===== src/sv/mfcp_pkg.sv =====
// ----------------------------------------------------------------------------
// mfcp_pkg
// Shared types and constants of the media frame chunk packetizer.
// ----------------------------------------------------------------------------
package mfcp_pkg;

  localparam int CHUNK_BYTES = 16384;
  localparam int MAX_FRAME   = 2097152;
  localparam int MAX_COUNT   = 16'hffff;
  localparam int HDR_LEN     = 16;
  localparam int Q_DEPTH     = 4;
  localparam int Q_AW        = $clog2(Q_DEPTH);

  localparam int LEN_W = 22;
  localparam int CNT_W = 16;
  localparam int CBL_W = 17;
  localparam int ID_W  = 32;
  localparam int IDX_W = $clog2(HDR_LEN + 1);

  localparam logic [7:0] MAGIC_0  = 8'h4c;  // L
  localparam logic [7:0] MAGIC_1  = 8'h43;  // C
  localparam logic [7:0] MAGIC_2  = 8'h4d;  // M
  localparam logic [7:0] MAGIC_3  = 8'h31;  // 1
  localparam logic [7:0] TAG_V    = 8'h56;
  localparam logic [7:0] TAG_A    = 8'h41;
  localparam logic [7:0] VERSION  = 8'h01;

  typedef struct packed {
    logic             stream;
    logic             hdr;
    logic             last;
    logic [7:0]       data;
    logic [CNT_W-1:0] chunk_index;
    logic [CNT_W-1:0] chunk_total;
    logic [ID_W-1:0]  frame_id;
    logic [15:0]      chunk_len;
  } cmd_t;

endpackage


===== src/sv/mfcp_front.sv =====
// ----------------------------------------------------------------------------
// mfcp_front
// Frame tracking: takes input beats, keeps frame and chunk state, and
// queues one command per payload byte, flagged when a header goes first.
// ----------------------------------------------------------------------------
module mfcp_front (
  input  logic                         clk,
  input  logic                         rst_n,
  input  logic                         acc,
  input  logic                         stream_select,
  input  logic                         frame_start,
  input  logic [mfcp_pkg::LEN_W-1:0]   frame_length,
  input  logic [7:0]                   data_byte,
  output logic                         cmd_en,
  output mfcp_pkg::cmd_t               cmd
);

  logic [mfcp_pkg::ID_W-1:0]  ctr_r [2];
  logic [mfcp_pkg::ID_W-1:0]  ctr_nxt [2];
  logic                       active_r, active_nxt;
  logic                       drop_r, drop_nxt;
  logic [mfcp_pkg::LEN_W-1:0] bl_r, bl_nxt;
  logic [mfcp_pkg::CNT_W-1:0] ci_r, ci_nxt;
  logic [mfcp_pkg::CNT_W-1:0] ct_r, ct_nxt;
  logic [mfcp_pkg::CBL_W-1:0] cbl_r, cbl_nxt;
  logic [mfcp_pkg::ID_W-1:0]  fid_r, fid_nxt;

  logic [mfcp_pkg::LEN_W:0]   count;
  logic                       emit;
  logic                       hdr;
  logic [mfcp_pkg::CBL_W-1:0] clen;
  logic [mfcp_pkg::CBL_W-1:0] cbl_after;
  logic [mfcp_pkg::LEN_W-1:0] bl_cur;
  logic [mfcp_pkg::CBL_W-1:0] cbl_cur;
  logic [mfcp_pkg::CNT_W-1:0] ct_cur;
  logic [mfcp_pkg::ID_W-1:0]  fid_cur;
  logic                       stream_cur;
  logic                       last;

  assign count = (mfcp_pkg::LEN_W+1)'(({1'b0, frame_length} +
                 (mfcp_pkg::LEN_W+1)'(mfcp_pkg::CHUNK_BYTES - 1)) / mfcp_pkg::CHUNK_BYTES);

  always_comb begin
    ctr_nxt    = ctr_r;
    active_nxt = active_r;
    drop_nxt   = drop_r;
    bl_nxt     = bl_r;
    ci_nxt     = ci_r;
    ct_nxt     = ct_r;
    cbl_nxt    = cbl_r;
    fid_nxt    = fid_r;
    emit       = 1'b0;
    bl_cur     = bl_r;
    cbl_cur    = cbl_r;
    ct_cur     = ct_r;
    fid_cur    = fid_r;
    stream_cur = active_r;
    if (frame_start) begin
      bl_nxt     = '0;
      drop_nxt   = 1'b0;
      cbl_nxt    = '0;
      ci_nxt     = '0;
      ct_nxt     = '0;
      active_nxt = stream_select;
      stream_cur = stream_select;
      if (frame_length != '0) begin
        if (frame_length > mfcp_pkg::LEN_W'(mfcp_pkg::MAX_FRAME) ||
            count > (mfcp_pkg::LEN_W+1)'(mfcp_pkg::MAX_COUNT)) begin
          bl_nxt   = frame_length - 1'b1;
          drop_nxt = (frame_length - 1'b1) != '0;
        end else begin
          fid_cur                = ctr_r[stream_select];
          fid_nxt                = ctr_r[stream_select];
          ctr_nxt[stream_select] = ctr_r[stream_select] + 1'b1;
          ct_cur                 = count[mfcp_pkg::CNT_W-1:0];
          ct_nxt                 = count[mfcp_pkg::CNT_W-1:0];
          bl_cur                 = frame_length;
          cbl_cur                = '0;
          ci_nxt                 = '0;
          emit                   = 1'b1;
        end
      end
    end else if (bl_r != '0) begin
      if (drop_r) begin
        bl_nxt = bl_r - 1'b1;
        if (bl_r == mfcp_pkg::LEN_W'(1)) begin
          drop_nxt = 1'b0;
        end
      end else begin
        emit = 1'b1;
      end
    end

    hdr       = cbl_cur == '0;
    clen      = (bl_cur < mfcp_pkg::LEN_W'(mfcp_pkg::CHUNK_BYTES)) ?
                bl_cur[mfcp_pkg::CBL_W-1:0] : mfcp_pkg::CBL_W'(mfcp_pkg::CHUNK_BYTES);
    cbl_after = (hdr ? clen : cbl_cur) - 1'b1;
    last      = cbl_after == '0;
    if (emit) begin
      cbl_nxt = cbl_after;
      bl_nxt  = bl_cur - 1'b1;
      ci_nxt  = (frame_start ? '0 : ci_r) + (mfcp_pkg::CNT_W)'(last);
    end
  end

  always_comb begin
    cmd.stream      = stream_cur;
    cmd.hdr         = hdr;
    cmd.last        = last;
    cmd.data        = data_byte;
    cmd.chunk_index = frame_start ? '0 : ci_r;
    cmd.chunk_total = ct_cur;
    cmd.frame_id    = fid_cur;
    cmd.chunk_len   = clen[15:0];
  end

  assign cmd_en = acc && emit;

  always_ff @(posedge clk) begin
    if (!rst_n) begin
      ctr_r[0] <= '0;
      ctr_r[1] <= '0;
      active_r <= 1'b0;
      drop_r   <= 1'b0;
      bl_r     <= '0;
      ci_r     <= '0;
      ct_r     <= '0;
      cbl_r    <= '0;
      fid_r    <= '0;
    end else if (acc) begin
      ctr_r    <= ctr_nxt;
      active_r <= active_nxt;
      drop_r   <= drop_nxt;
      bl_r     <= bl_nxt;
      ci_r     <= ci_nxt;
      ct_r     <= ct_nxt;
      cbl_r    <= cbl_nxt;
      fid_r    <= fid_nxt;
    end
  end

  a_drop_has_bytes: assert property (@(posedge clk) disable iff (!rst_n)
    drop_r |-> bl_r != '0)
    else $error("dropping with no bytes left");

  a_chunk_in_frame: assert property (@(posedge clk) disable iff (!rst_n)
    (cbl_r != '0) |-> (bl_r != '0) && !drop_r)
    else $error("open chunk outside a frame");

endmodule


===== src/sv/mfcp_queue.sv =====
// ----------------------------------------------------------------------------
// mfcp_queue
// Short command queue between frame tracking and packet output.
// ----------------------------------------------------------------------------
module mfcp_queue (
  input  logic           clk,
  input  logic           rst_n,
  input  logic           wr_en,
  input  mfcp_pkg::cmd_t wr_data,
  output logic           full,
  input  logic           rd_en,
  output mfcp_pkg::cmd_t rd_data,
  output logic           empty
);

  mfcp_pkg::cmd_t             mem_r [mfcp_pkg::Q_DEPTH];
  logic [mfcp_pkg::Q_AW-1:0]  wp_r, wp_nxt;
  logic [mfcp_pkg::Q_AW-1:0]  rp_r, rp_nxt;
  logic [mfcp_pkg::Q_AW:0]    cnt_r, cnt_nxt;

  assign full    = cnt_r == (mfcp_pkg::Q_AW+1)'(mfcp_pkg::Q_DEPTH);
  assign empty   = cnt_r == '0;
  assign rd_data = mem_r[rp_r];

  always_comb begin
    wp_nxt  = wr_en ? wp_r + 1'b1 : wp_r;
    rp_nxt  = rd_en ? rp_r + 1'b1 : rp_r;
    cnt_nxt = cnt_r + (mfcp_pkg::Q_AW+1)'(wr_en) - (mfcp_pkg::Q_AW+1)'(rd_en);
  end

  always_ff @(posedge clk) begin
    if (wr_en) begin
      mem_r[wp_r] <= wr_data;
    end
  end

  always_ff @(posedge clk) begin
    if (!rst_n) begin
      wp_r  <= '0;
      rp_r  <= '0;
      cnt_r <= '0;
    end else begin
      wp_r  <= wp_nxt;
      rp_r  <= rp_nxt;
      cnt_r <= cnt_nxt;
    end
  end

  a_no_overflow: assert property (@(posedge clk) disable iff (!rst_n)
    wr_en |-> !full)
    else $error("queue write while full");

  a_no_underflow: assert property (@(posedge clk) disable iff (!rst_n)
    rd_en |-> !empty)
    else $error("queue read while empty");

endmodule


===== src/sv/mfcp_back.sv =====
// ----------------------------------------------------------------------------
// mfcp_back
// Packet output: turns queued commands into header and payload beats
// through a registered output stage.
// ----------------------------------------------------------------------------
module mfcp_back (
  input  logic           clk,
  input  logic           rst_n,
  input  mfcp_pkg::cmd_t q_data,
  input  logic           q_empty,
  output logic           q_rd,
  output logic           out_valid,
  input  logic           out_stall,
  output logic [7:0]     out_byte,
  output logic           out_stream,
  output logic           out_packet_last
);

  mfcp_pkg::cmd_t             cmd_r, cmd_nxt;
  logic                       busy_r, busy_nxt;
  logic [mfcp_pkg::IDX_W-1:0] idx_r, idx_nxt;
  logic                       ov_r, ov_nxt;
  logic [7:0]                 ob_r, ob_nxt;
  logic                       os_r, os_nxt;
  logic                       ol_r, ol_nxt;

  mfcp_pkg::cmd_t             cur;
  logic                       cur_valid;
  logic                       can_load;
  logic [mfcp_pkg::IDX_W-1:0] idx;
  logic [7:0]                 beat;

  assign cur       = busy_r ? cmd_r : q_data;
  assign cur_valid = busy_r || !q_empty;
  assign can_load  = !ov_r || !out_stall;
  assign idx       = busy_r ? idx_r :
                     (q_data.hdr ? '0 : mfcp_pkg::IDX_W'(mfcp_pkg::HDR_LEN));
  assign q_rd      = can_load && !busy_r && !q_empty;

  always_comb begin
    unique case (idx)
      5'd0:    beat = mfcp_pkg::MAGIC_0;
      5'd1:    beat = mfcp_pkg::MAGIC_1;
      5'd2:    beat = mfcp_pkg::MAGIC_2;
      5'd3:    beat = mfcp_pkg::MAGIC_3;
      5'd4:    beat = cur.stream ? mfcp_pkg::TAG_A : mfcp_pkg::TAG_V;
      5'd5:    beat = mfcp_pkg::VERSION;
      5'd6:    beat = cur.chunk_index[15:8];
      5'd7:    beat = cur.chunk_index[7:0];
      5'd8:    beat = cur.chunk_total[15:8];
      5'd9:    beat = cur.chunk_total[7:0];
      5'd10:   beat = cur.frame_id[31:24];
      5'd11:   beat = cur.frame_id[23:16];
      5'd12:   beat = cur.frame_id[15:8];
      5'd13:   beat = cur.frame_id[7:0];
      5'd14:   beat = cur.chunk_len[15:8];
      5'd15:   beat = cur.chunk_len[7:0];
      default: beat = cur.data;
    endcase
  end

  always_comb begin
    cmd_nxt  = cmd_r;
    busy_nxt = busy_r;
    idx_nxt  = idx_r;
    ov_nxt   = ov_r;
    ob_nxt   = ob_r;
    os_nxt   = os_r;
    ol_nxt   = ol_r;
    if (can_load) begin
      ov_nxt = cur_valid;
      if (cur_valid) begin
        ob_nxt = beat;
        os_nxt = cur.stream;
        ol_nxt = (idx == mfcp_pkg::IDX_W'(mfcp_pkg::HDR_LEN)) && cur.last;
        if (idx == mfcp_pkg::IDX_W'(mfcp_pkg::HDR_LEN)) begin
          busy_nxt = 1'b0;
        end else begin
          busy_nxt = 1'b1;
          cmd_nxt  = cur;
          idx_nxt  = idx + 1'b1;
        end
      end
    end
  end

  always_ff @(posedge clk) begin
    cmd_r <= cmd_nxt;
    idx_r <= idx_nxt;
    ob_r  <= ob_nxt;
    os_r  <= os_nxt;
    ol_r  <= ol_nxt;
  end

  always_ff @(posedge clk) begin
    if (!rst_n) begin
      busy_r <= 1'b0;
      ov_r   <= 1'b0;
    end else begin
      busy_r <= busy_nxt;
      ov_r   <= ov_nxt;
    end
  end

  assign out_valid       = ov_r;
  assign out_byte        = ob_r;
  assign out_stream      = os_r;
  assign out_packet_last = ol_r;

  a_busy_idx: assert property (@(posedge clk) disable iff (!rst_n)
    busy_r |-> idx_r != '0 && idx_r <= mfcp_pkg::IDX_W'(mfcp_pkg::HDR_LEN))
    else $error("header index out of range");

  a_busy_holds_beat: assert property (@(posedge clk) disable iff (!rst_n)
    busy_r |-> ov_r)
    else $error("header in progress with empty output stage");

endmodule


===== src/sv/media_frame_chunk_packetizer.sv =====
// ----------------------------------------------------------------------------
// media_frame_chunk_packetizer
// Cuts video and audio frames into chunk packets with a 16-byte header.
// ----------------------------------------------------------------------------
// Input channel (in_valid / in_stall): one frame byte per beat. The beat with
// in_frame_start high gives the stream and frame length and, for a nonzero
// length, the first byte. Empty or oversized frames are swallowed.
// Output channel (out_valid / out_stall): one packet byte per beat, header
// bytes first, out_packet_last on the final payload byte of each chunk.
// An accepted beat is written into the command queue at once; the output stage
// then loads its first output beat from the queue into the output register.
// Throughput: one input beat per cycle while no header is sent and while the
// queue is not full; a chunk opener adds 16 header bytes on the byte lane.
// A four-entry command queue sits between the frame tracker and the output
// stage, so in_stall rises only when that queue is full.
// Receiver stall: the output register holds its beat; the queue fills and
// then stalls the input.
// Reset (rst_n low, synchronous): frame ids of both streams restart at zero,
// any frame in progress is dropped and the queue and output are emptied.
// ----------------------------------------------------------------------------
module media_frame_chunk_packetizer (
  input  logic                       clk,
  input  logic                       rst_n,
  input  logic                       in_valid,
  output logic                       in_stall,
  input  logic                       in_stream_select,
  input  logic                       in_frame_start,
  input  logic [mfcp_pkg::LEN_W-1:0] in_frame_length,
  input  logic [7:0]                 in_data_byte,
  output logic                       out_valid,
  input  logic                       out_stall,
  output logic [7:0]                 out_byte,
  output logic                       out_stream,
  output logic                       out_packet_last
);

  logic           acc;
  logic           cmd_en;
  mfcp_pkg::cmd_t cmd;
  logic           q_full;
  logic           q_empty;
  logic           q_rd;
  mfcp_pkg::cmd_t q_data;

  assign in_stall = q_full;
  assign acc      = in_valid && !q_full;

  mfcp_front u_front (
    .clk           (clk),
    .rst_n         (rst_n),
    .acc           (acc),
    .stream_select (in_stream_select),
    .frame_start   (in_frame_start),
    .frame_length  (in_frame_length),
    .data_byte     (in_data_byte),
    .cmd_en        (cmd_en),
    .cmd           (cmd)
  );

  mfcp_queue u_queue (
    .clk     (clk),
    .rst_n   (rst_n),
    .wr_en   (cmd_en),
    .wr_data (cmd),
    .full    (q_full),
    .rd_en   (q_rd),
    .rd_data (q_data),
    .empty   (q_empty)
  );

  mfcp_back u_back (
    .clk             (clk),
    .rst_n           (rst_n),
    .q_data          (q_data),
    .q_empty         (q_empty),
    .q_rd            (q_rd),
    .out_valid       (out_valid),
    .out_stall       (out_stall),
    .out_byte        (out_byte),
    .out_stream      (out_stream),
    .out_packet_last (out_packet_last)
  );

endmodule


===== config.mk =====
export PLATFORM = sky130hd
export DESIGN_NAME = media_frame_chunk_packetizer
export DESIGN_NICKNAME = d
export VERILOG_FILES = /design/src/sv/mfcp_pkg.sv /design/src/sv/mfcp_front.sv /design/src/sv/mfcp_queue.sv /design/src/sv/mfcp_back.sv /design/src/sv/media_frame_chunk_packetizer.sv
export SDC_FILE = /design/constraint.sdc
export NUM_CORES = 1
export LEC_CHECK = 0
export ABC_AREA = 1
export BUFFER_PORTS_ARGS = -buffer_cell sky130_fd_sc_hd__buf_2
export CORE_MARGIN = 5
export CORE_UTILIZATION = 27
export DETAILED_ROUTE_END_ITERATION = 8
export PLACE_DENSITY_LB_ADDON = 0.12
export SKIP_CTS_REPAIR_TIMING = 1
export SLEW_MARGIN = 5
export SYNTH_ARGS = -nofsm -noshare
export SYNTH_HDL_FRONTEND = slang
export SYNTH_SLANG_ARGS = --single-unit

===== constraint.sdc =====
create_clock -name clk -period 6.05 [get_ports clk]
set_input_delay 0.605 -clock clk [delete_from_list [all_inputs] [get_ports clk]]
set_output_delay 0.605 -clock clk [all_outputs]
set_load 0.02 [all_outputs]

[Word-level counts from Yosys, hierarchy flattened]
Memories as Yosys holds them, arrays and structs flattened. A register that Yosys moved wholly into a read port is not among the register bits.
Cells that the tools add are included.
Storage, ports and cells
  register bits after elaboration: 284
  RAM bits: 364
  input bits: 36
  output and inout bits: 12
  logic and storage cells: 153
  memories kept: 1
Operators by class
  add/sub/neg operators: 12
  order comparisons: 5
  equal/unequal tests: 18
  mux-type cells: 54
  bitwise logic cells: 4
  reductions and logical operators: 33
Memories
  u_queue.mem_r: depth 4, bits a word 91, rd ports 1, clocked after Yosys merged registers in 1, write ports 1, RTL line mfcp_queue.sv:16  | mfcp_pkg::cmd_t mem_r [mfcp_pkg::Q_DEPTH];
Operators with widths (count)
  2-to-1 mux 32 bit: 7
  2-to-1 mux 22 bit: 9
  case mux 8 bit (16 select lines): 1
  2-to-1 mux 17 bit: 7
  2-to-1 mux 16 bit: 7
  2-to-1 mux 91 bit: 1
  nonzero test 22 bit: 3
  subtractor 22 x 1 -> 22 bit (second input constant): 3
  bitwise mux 64 bit: 1
  == test 5 x 4 -> 1 bit (second input constant): 8
  logical NOT 17 bit: 2
  adder 32 x 1 -> 32 bit (second input constant): 1
  demux 32 bit (select 1 bit): 1
  adder 22 x 14 -> 23 bit (second input constant): 1
  == test 22 x 1 -> 1 bit (second input constant): 1
  greater-than comparator 22 bit (second input constant): 1
  less-than comparator 22 x 15 -> 1 bit (second input constant): 1
  == test 5 x 3 -> 1 bit (second input constant): 4
  greater-than comparator 18 x 16 -> 1 bit (second input constant): 1
  subtractor 17 x 1 -> 17 bit (second input constant): 1
  adder 16 x 1 -> 16 bit: 1
  2-to-1 mux 1 bit: 15
  2-to-1 mux 5 bit: 3
  == test 5 x 2 -> 1 bit (second input constant): 2
  other kinds (22): 44

[Logic depth before layout (Yosys ltp)]
  depth after elaboration: 13
  gate-level depth with buffers: 38
  gate-level depth less buffers: 36

[Hierarchy]
From an unflattened synthesis, not the netlist that was laid out.
Unflattened totals
  cells, all modules: 3481
  area, all modules: 31197.4 sq um
Modules (own cells, without submodules)
  mfcp_queue: instances 1, cells each 1116, area an instance 14665.3 sq um, seq. area each 11110.7 sq um
  mfcp_front: instances 1, cells each 1671, area an instance 10730.3 sq um, seq. area each 3243.1 sq um
  mfcp_back: instances 1, cells each 692, area an instance 5791.8 sq um, seq. area each 3193.1 sq um
  media_frame_chunk_packetizer: instances 1, cells each 2, area an instance 10.0 sq um, seq. area each 0.0 sq um

[Least setup slack after synthesis]
OpenSTA, ideal clock, no wires.
  path type: input to register
  start: in in_frame_length[0] in the netlist's numbering
  end: mem u_queue.mem_r[0][0] in the netlist's numbering (enable)
  setup time: 0.527 ns
  arrival: 5.673 ns
  data required time: 5.523 ns
  path slack: -0.150 ns
  cell stages on the path: 13
  buffers on the path: 1
  cell sequence: inv_1 ha_1 nand2_4 nor2_8 nand3_4 nand2_4 buf_4 nand2_1 a21oi_4 inv_2 nor2_4 inv_1 nor2_1
On the way
  cells in the longest elaborated chain, start to end: 9
  elaborated cells on any way between the ends: 11
  classes of those cells: 1 x add/sub; 2 x order compare; 5 x mux; 3 x reduce/logical
Ends and longest elaborated chain
  start: declaration: RTL line media_frame_chunk_packetizer.sv:28  | input logic [mfcp_pkg::LEN_W-1:0] in_frame_length,
  adder 22 x 14 -> 23 bit: RTL line mfcp_front.sv:40  | assign count = (mfcp_pkg::LEN_W+1)'(({1'b0, frame_length} +
  greater-than comparator 18 x 16 -> 1 bit: RTL line mfcp_front.sv:68  | count > (mfcp_pkg::LEN_W+1)'(mfcp_pkg::MAX_COUNT)) begin
  logical OR 1 bit: RTL line mfcp_front.sv:67  | if (frame_length > mfcp_pkg::LEN_W'(mfcp_pkg::MAX_FRAME) ||
  2-to-1 mux 1 bit: RTL line mfcp_front.sv:67
  2-to-1 mux 1 bit (*): RTL line mfcp_front.sv:66  | if (frame_length != '0) begin
  2-to-1 mux 1 bit (*): RTL line mfcp_front.sv:58  | if (frame_start) begin
  logical AND 1 bit (*): RTL line mfcp_front.sv:117  | assign cmd_en = acc && emit;
  2-to-1 mux 1 bit (*): RTL line mfcp_queue.sv:32  | if (wr_en) begin
  2-to-1 mux 1 bit (not written as such) (*): RTL line mfcp_queue.sv:33  | mem_r[wp_r] <= wr_data;
  end: declaration: RTL line mfcp_queue.sv:16
Mark *: on every way between the ends. The rest lies on a longest branch, timed or not.

==> impl_metrics.json <==
{
  "layout_common_cells": "nand2_1 (481), edfxtp_1 (441), nor2_1 (427)",
  "drtAntennaViolNets": 0,
  "worstSetupStartpointType": "input pin",
  "cap_violations": 0,
  "die-area_um2": 113000,
  "core_area_um2": 105000,
  "crit_path_frequent_cell": "nand2_1",
  "detailed_place_hpwl_um": 57000,
  "placement.io_buffers": 47,
  "finalNetCount": 3108,
  "synth_top_cell_by_area": "edfxtp_1",
  "synth_area_um2": 28600,
  "worst_setup_path_end_kind": "flop",
  "synth_top_area_frac": 0.462,
  "max_slew_margin": 0.215,
  "dieHeight_um": 336,
  "syn_inst": 3032,
  "post-route-period-util": 0.866,
  "required_ps": 6580,
  "vias_per_cell": 4.81,
  "yosys-top-cells-area": "edfxtp_1 (46%), dfxtp_1 (12%), o21ai_0 (7.1%), nand2_1 (6.3%), nor2_1 (5.7%)",
  "async_reset_ff_frac": 0,
  "row_count": 119,
  "max-vdd-ir-drop_mv": 0.280,
  "period_minus_slack_ps": 5240,
  "wire_per_inst_um": 19.7,
  "gp_congestion": 0.833,
  "ys_seq_area_frac": 0.583,
  "hold_path.class": "input pin to flop",
  "cts_buffers": 73,
  "fmax_mhz": 191,
  "wirelength_um": 88500,
  "grt_max_degree": 101,
  "clock_path_buffers": 3,
  "slew_violations": 0,
  "mostFrequentLayoutCell": "nand2_1",
  "h-tree-depth": 3,
  "vias": 21661,
  "grt_pass1_vias": 21372,
  "arrival_ps": 5760,
  "drive_gt1_frac": 0.105,
  "synth_seq_cells": 614,
  "synth_warnings": 0,
  "timing_hold_violations_final": 0,
  "setup_viol": 0,
  "antenna_found_initial": 3,
  "syn_avg_cell_area_um2": 9.44,
  "n_fill_cell": 10749,
  "place_area_um2": 30500,
  "cpPeakStageDelay_ps": 300,
  "yosysUniqueCellTypes": 61,
  "power.density_nw_per_um2": 490,
  "crit_slowest_cell": "nor2_2",
  "crit_type": "input pin to flop",
  "status": "completed",
  "route.detailed.drc": 0,
  "die_x_um": 336,
  "synthFlopType": "edfxtp_1",
  "leakagePower_nw": 12.2,
  "worstMarginPinSlew_ps": 1180,
  "clkTransAtPathRegs_ps": 60,
  "worst-path-max-fanout": 31,
  "synth_edf_count": 441,
  "final_area_um2": 32800,
  "ioPinCount": 48,
  "cts_num_sinks": 614,
  "clkLatencyLatePin_ps": 610,
  "track_usage": 0.154,
  "synthToLayoutAreaGrowth_pct": 14.7,
  "cts_root_buf": "clkbuf_16",
  "initial_core_util": 0.272,
  "fin_skew_ps": 18.0,
  "tritoncts": "done",
  "drt_iter0_drc": 1530,
  "drt_first_pass_iters": 8,
  "rsz0062_at_grt": "no",
  "fin_util": 0.312,
  "grt_overflow_total": 0,
  "grt_pass1_wl_um": 134000
}
## worst paths after layout
| kind | from | to | slack, ps | cells after the start |
|---|---|---|---|---|
| worst max register to register | flop | u_back.out_byte[2] | 1370 | 10 |
| worst min-delay path | in_data_byte[4] | u_queue.mem_r[0][84] | 210 | 1 |
| worst max-delay path | in_frame_length[1] | u_front.ci_r[15] | 810 | 37 |
| worst min register to register | u_front.ct_r[8] | u_front.ct_r[8] | 450 | 2 |
## area by class of cell
class	count	area, µm²	share of cell area
Antenna cell	3	7.51	0.000229
Inverter	255	962	0.0293
Tap cell	1391	1740	0.0530
Clock buffer	101	2070	0.0629
Timing Repair Buffer	99	726	0.0221
Multi-Input combinational cell	2008	10400	0.315
Clock inverter	32	269	0.00819
Sequential cell	614	16700	0.509
## kinds of logic (layout without fill, tap and decap cells)
logic type | after synthesis | count (layout) | synth area share
AOI/OAI and AO/OA | 781 | 781 | 0.157
xor gates and xnor gates | 59 | 59 | 0.0180
adders and majority gates | 21 | 21 | 0.00944
buffers and inverters | 413 | 487 | 0.0573
DFF | 614 | 614 | 0.583
muxes | 14 | 14 | 0.00489
other | 1 | 7 | 0.000131
and+or+nand+nor | 1129 | 1129 | 0.169
## layer usage
metal,wire length (µm),track usage
met2,40900,0.251
met3,3090,0.0200
met1,42900,0.218
met5,20,0
met4,1650,0.0373
## sequential cells by signal, summed over array words and instances, names as in the netlist, 2 cells and up, named ones only
signal,flops
u_queue.mem_r,336
u_back.cmd_r,90
u_front.ctr_r,64
u_front.fid_r,32
u_front.bl_r,22
u_front.cbl_r,17
u_front.ci_r,16
u_front.ct_r,9
u_back.out_byte,8
u_back.idx_r,5
u_queue.cnt_r,3
u_queue.rp_r,2
u_queue.wp_r,2
## stage by stage
stage / hold WS (ps) / power [mW] / setup slack (ps) / cells / setup TNS (ps)
CTS: 151 / 16.3 / 882 / 4499 / 0
floorplan: 419 / 9.98 / -150 / 3035 / -50260
finish: 211 / 16.1 / 813 / 4503 / 0
detailed placement: 432 / 12.0 / 242 / 4366 / 0
global placement: 432 / 11.9 / 278 / 4366 / 0
global route: 172 / 17.2 / 270 / 4500 / 0
## synth_stat cells (10+ instances only)
library cell / number
edfxtp_1: 441
nand3_1: 71
nor2_1: 433
xnor2_1: 19
nand2_2: 23
xor2_1: 40
nand4_1: 28
nor2_2: 17
buf_6: 10
clkbuf_1: 121
or2_2: 12
dfxtp_1: 173
inv_1: 237
a31oi_1: 12
nor3_1: 27
ha_1: 20
a221oi_1: 16
o22ai_1: 44
mux2i_1: 14
buf_1: 16
a21oi_1: 156
o21ai_0: 404
o221ai_1: 39
nand2_1: 481
o21ai_1: 12
inv_2: 15
o21a_1: 41
## where the power goes
group          internal [mW]  switching [mW]  leakage [nW]
Clock                   2.56            1.74          1.14
Sequential              5.65           0.366          5.53
Combinational           1.61            4.16          5.54
## worst max-delay path: cells and delay by family
family / cells / cell delay, ps
AND/OR/NAND/NOR: 27 / 3520
AO/OA/AOI/OAI: 2 / 190
buffers and inverters: 6 / 900
adder cells (fa/ha/maj): 2 / 510
Note: power is estimated with default switching activity, not from simulation.
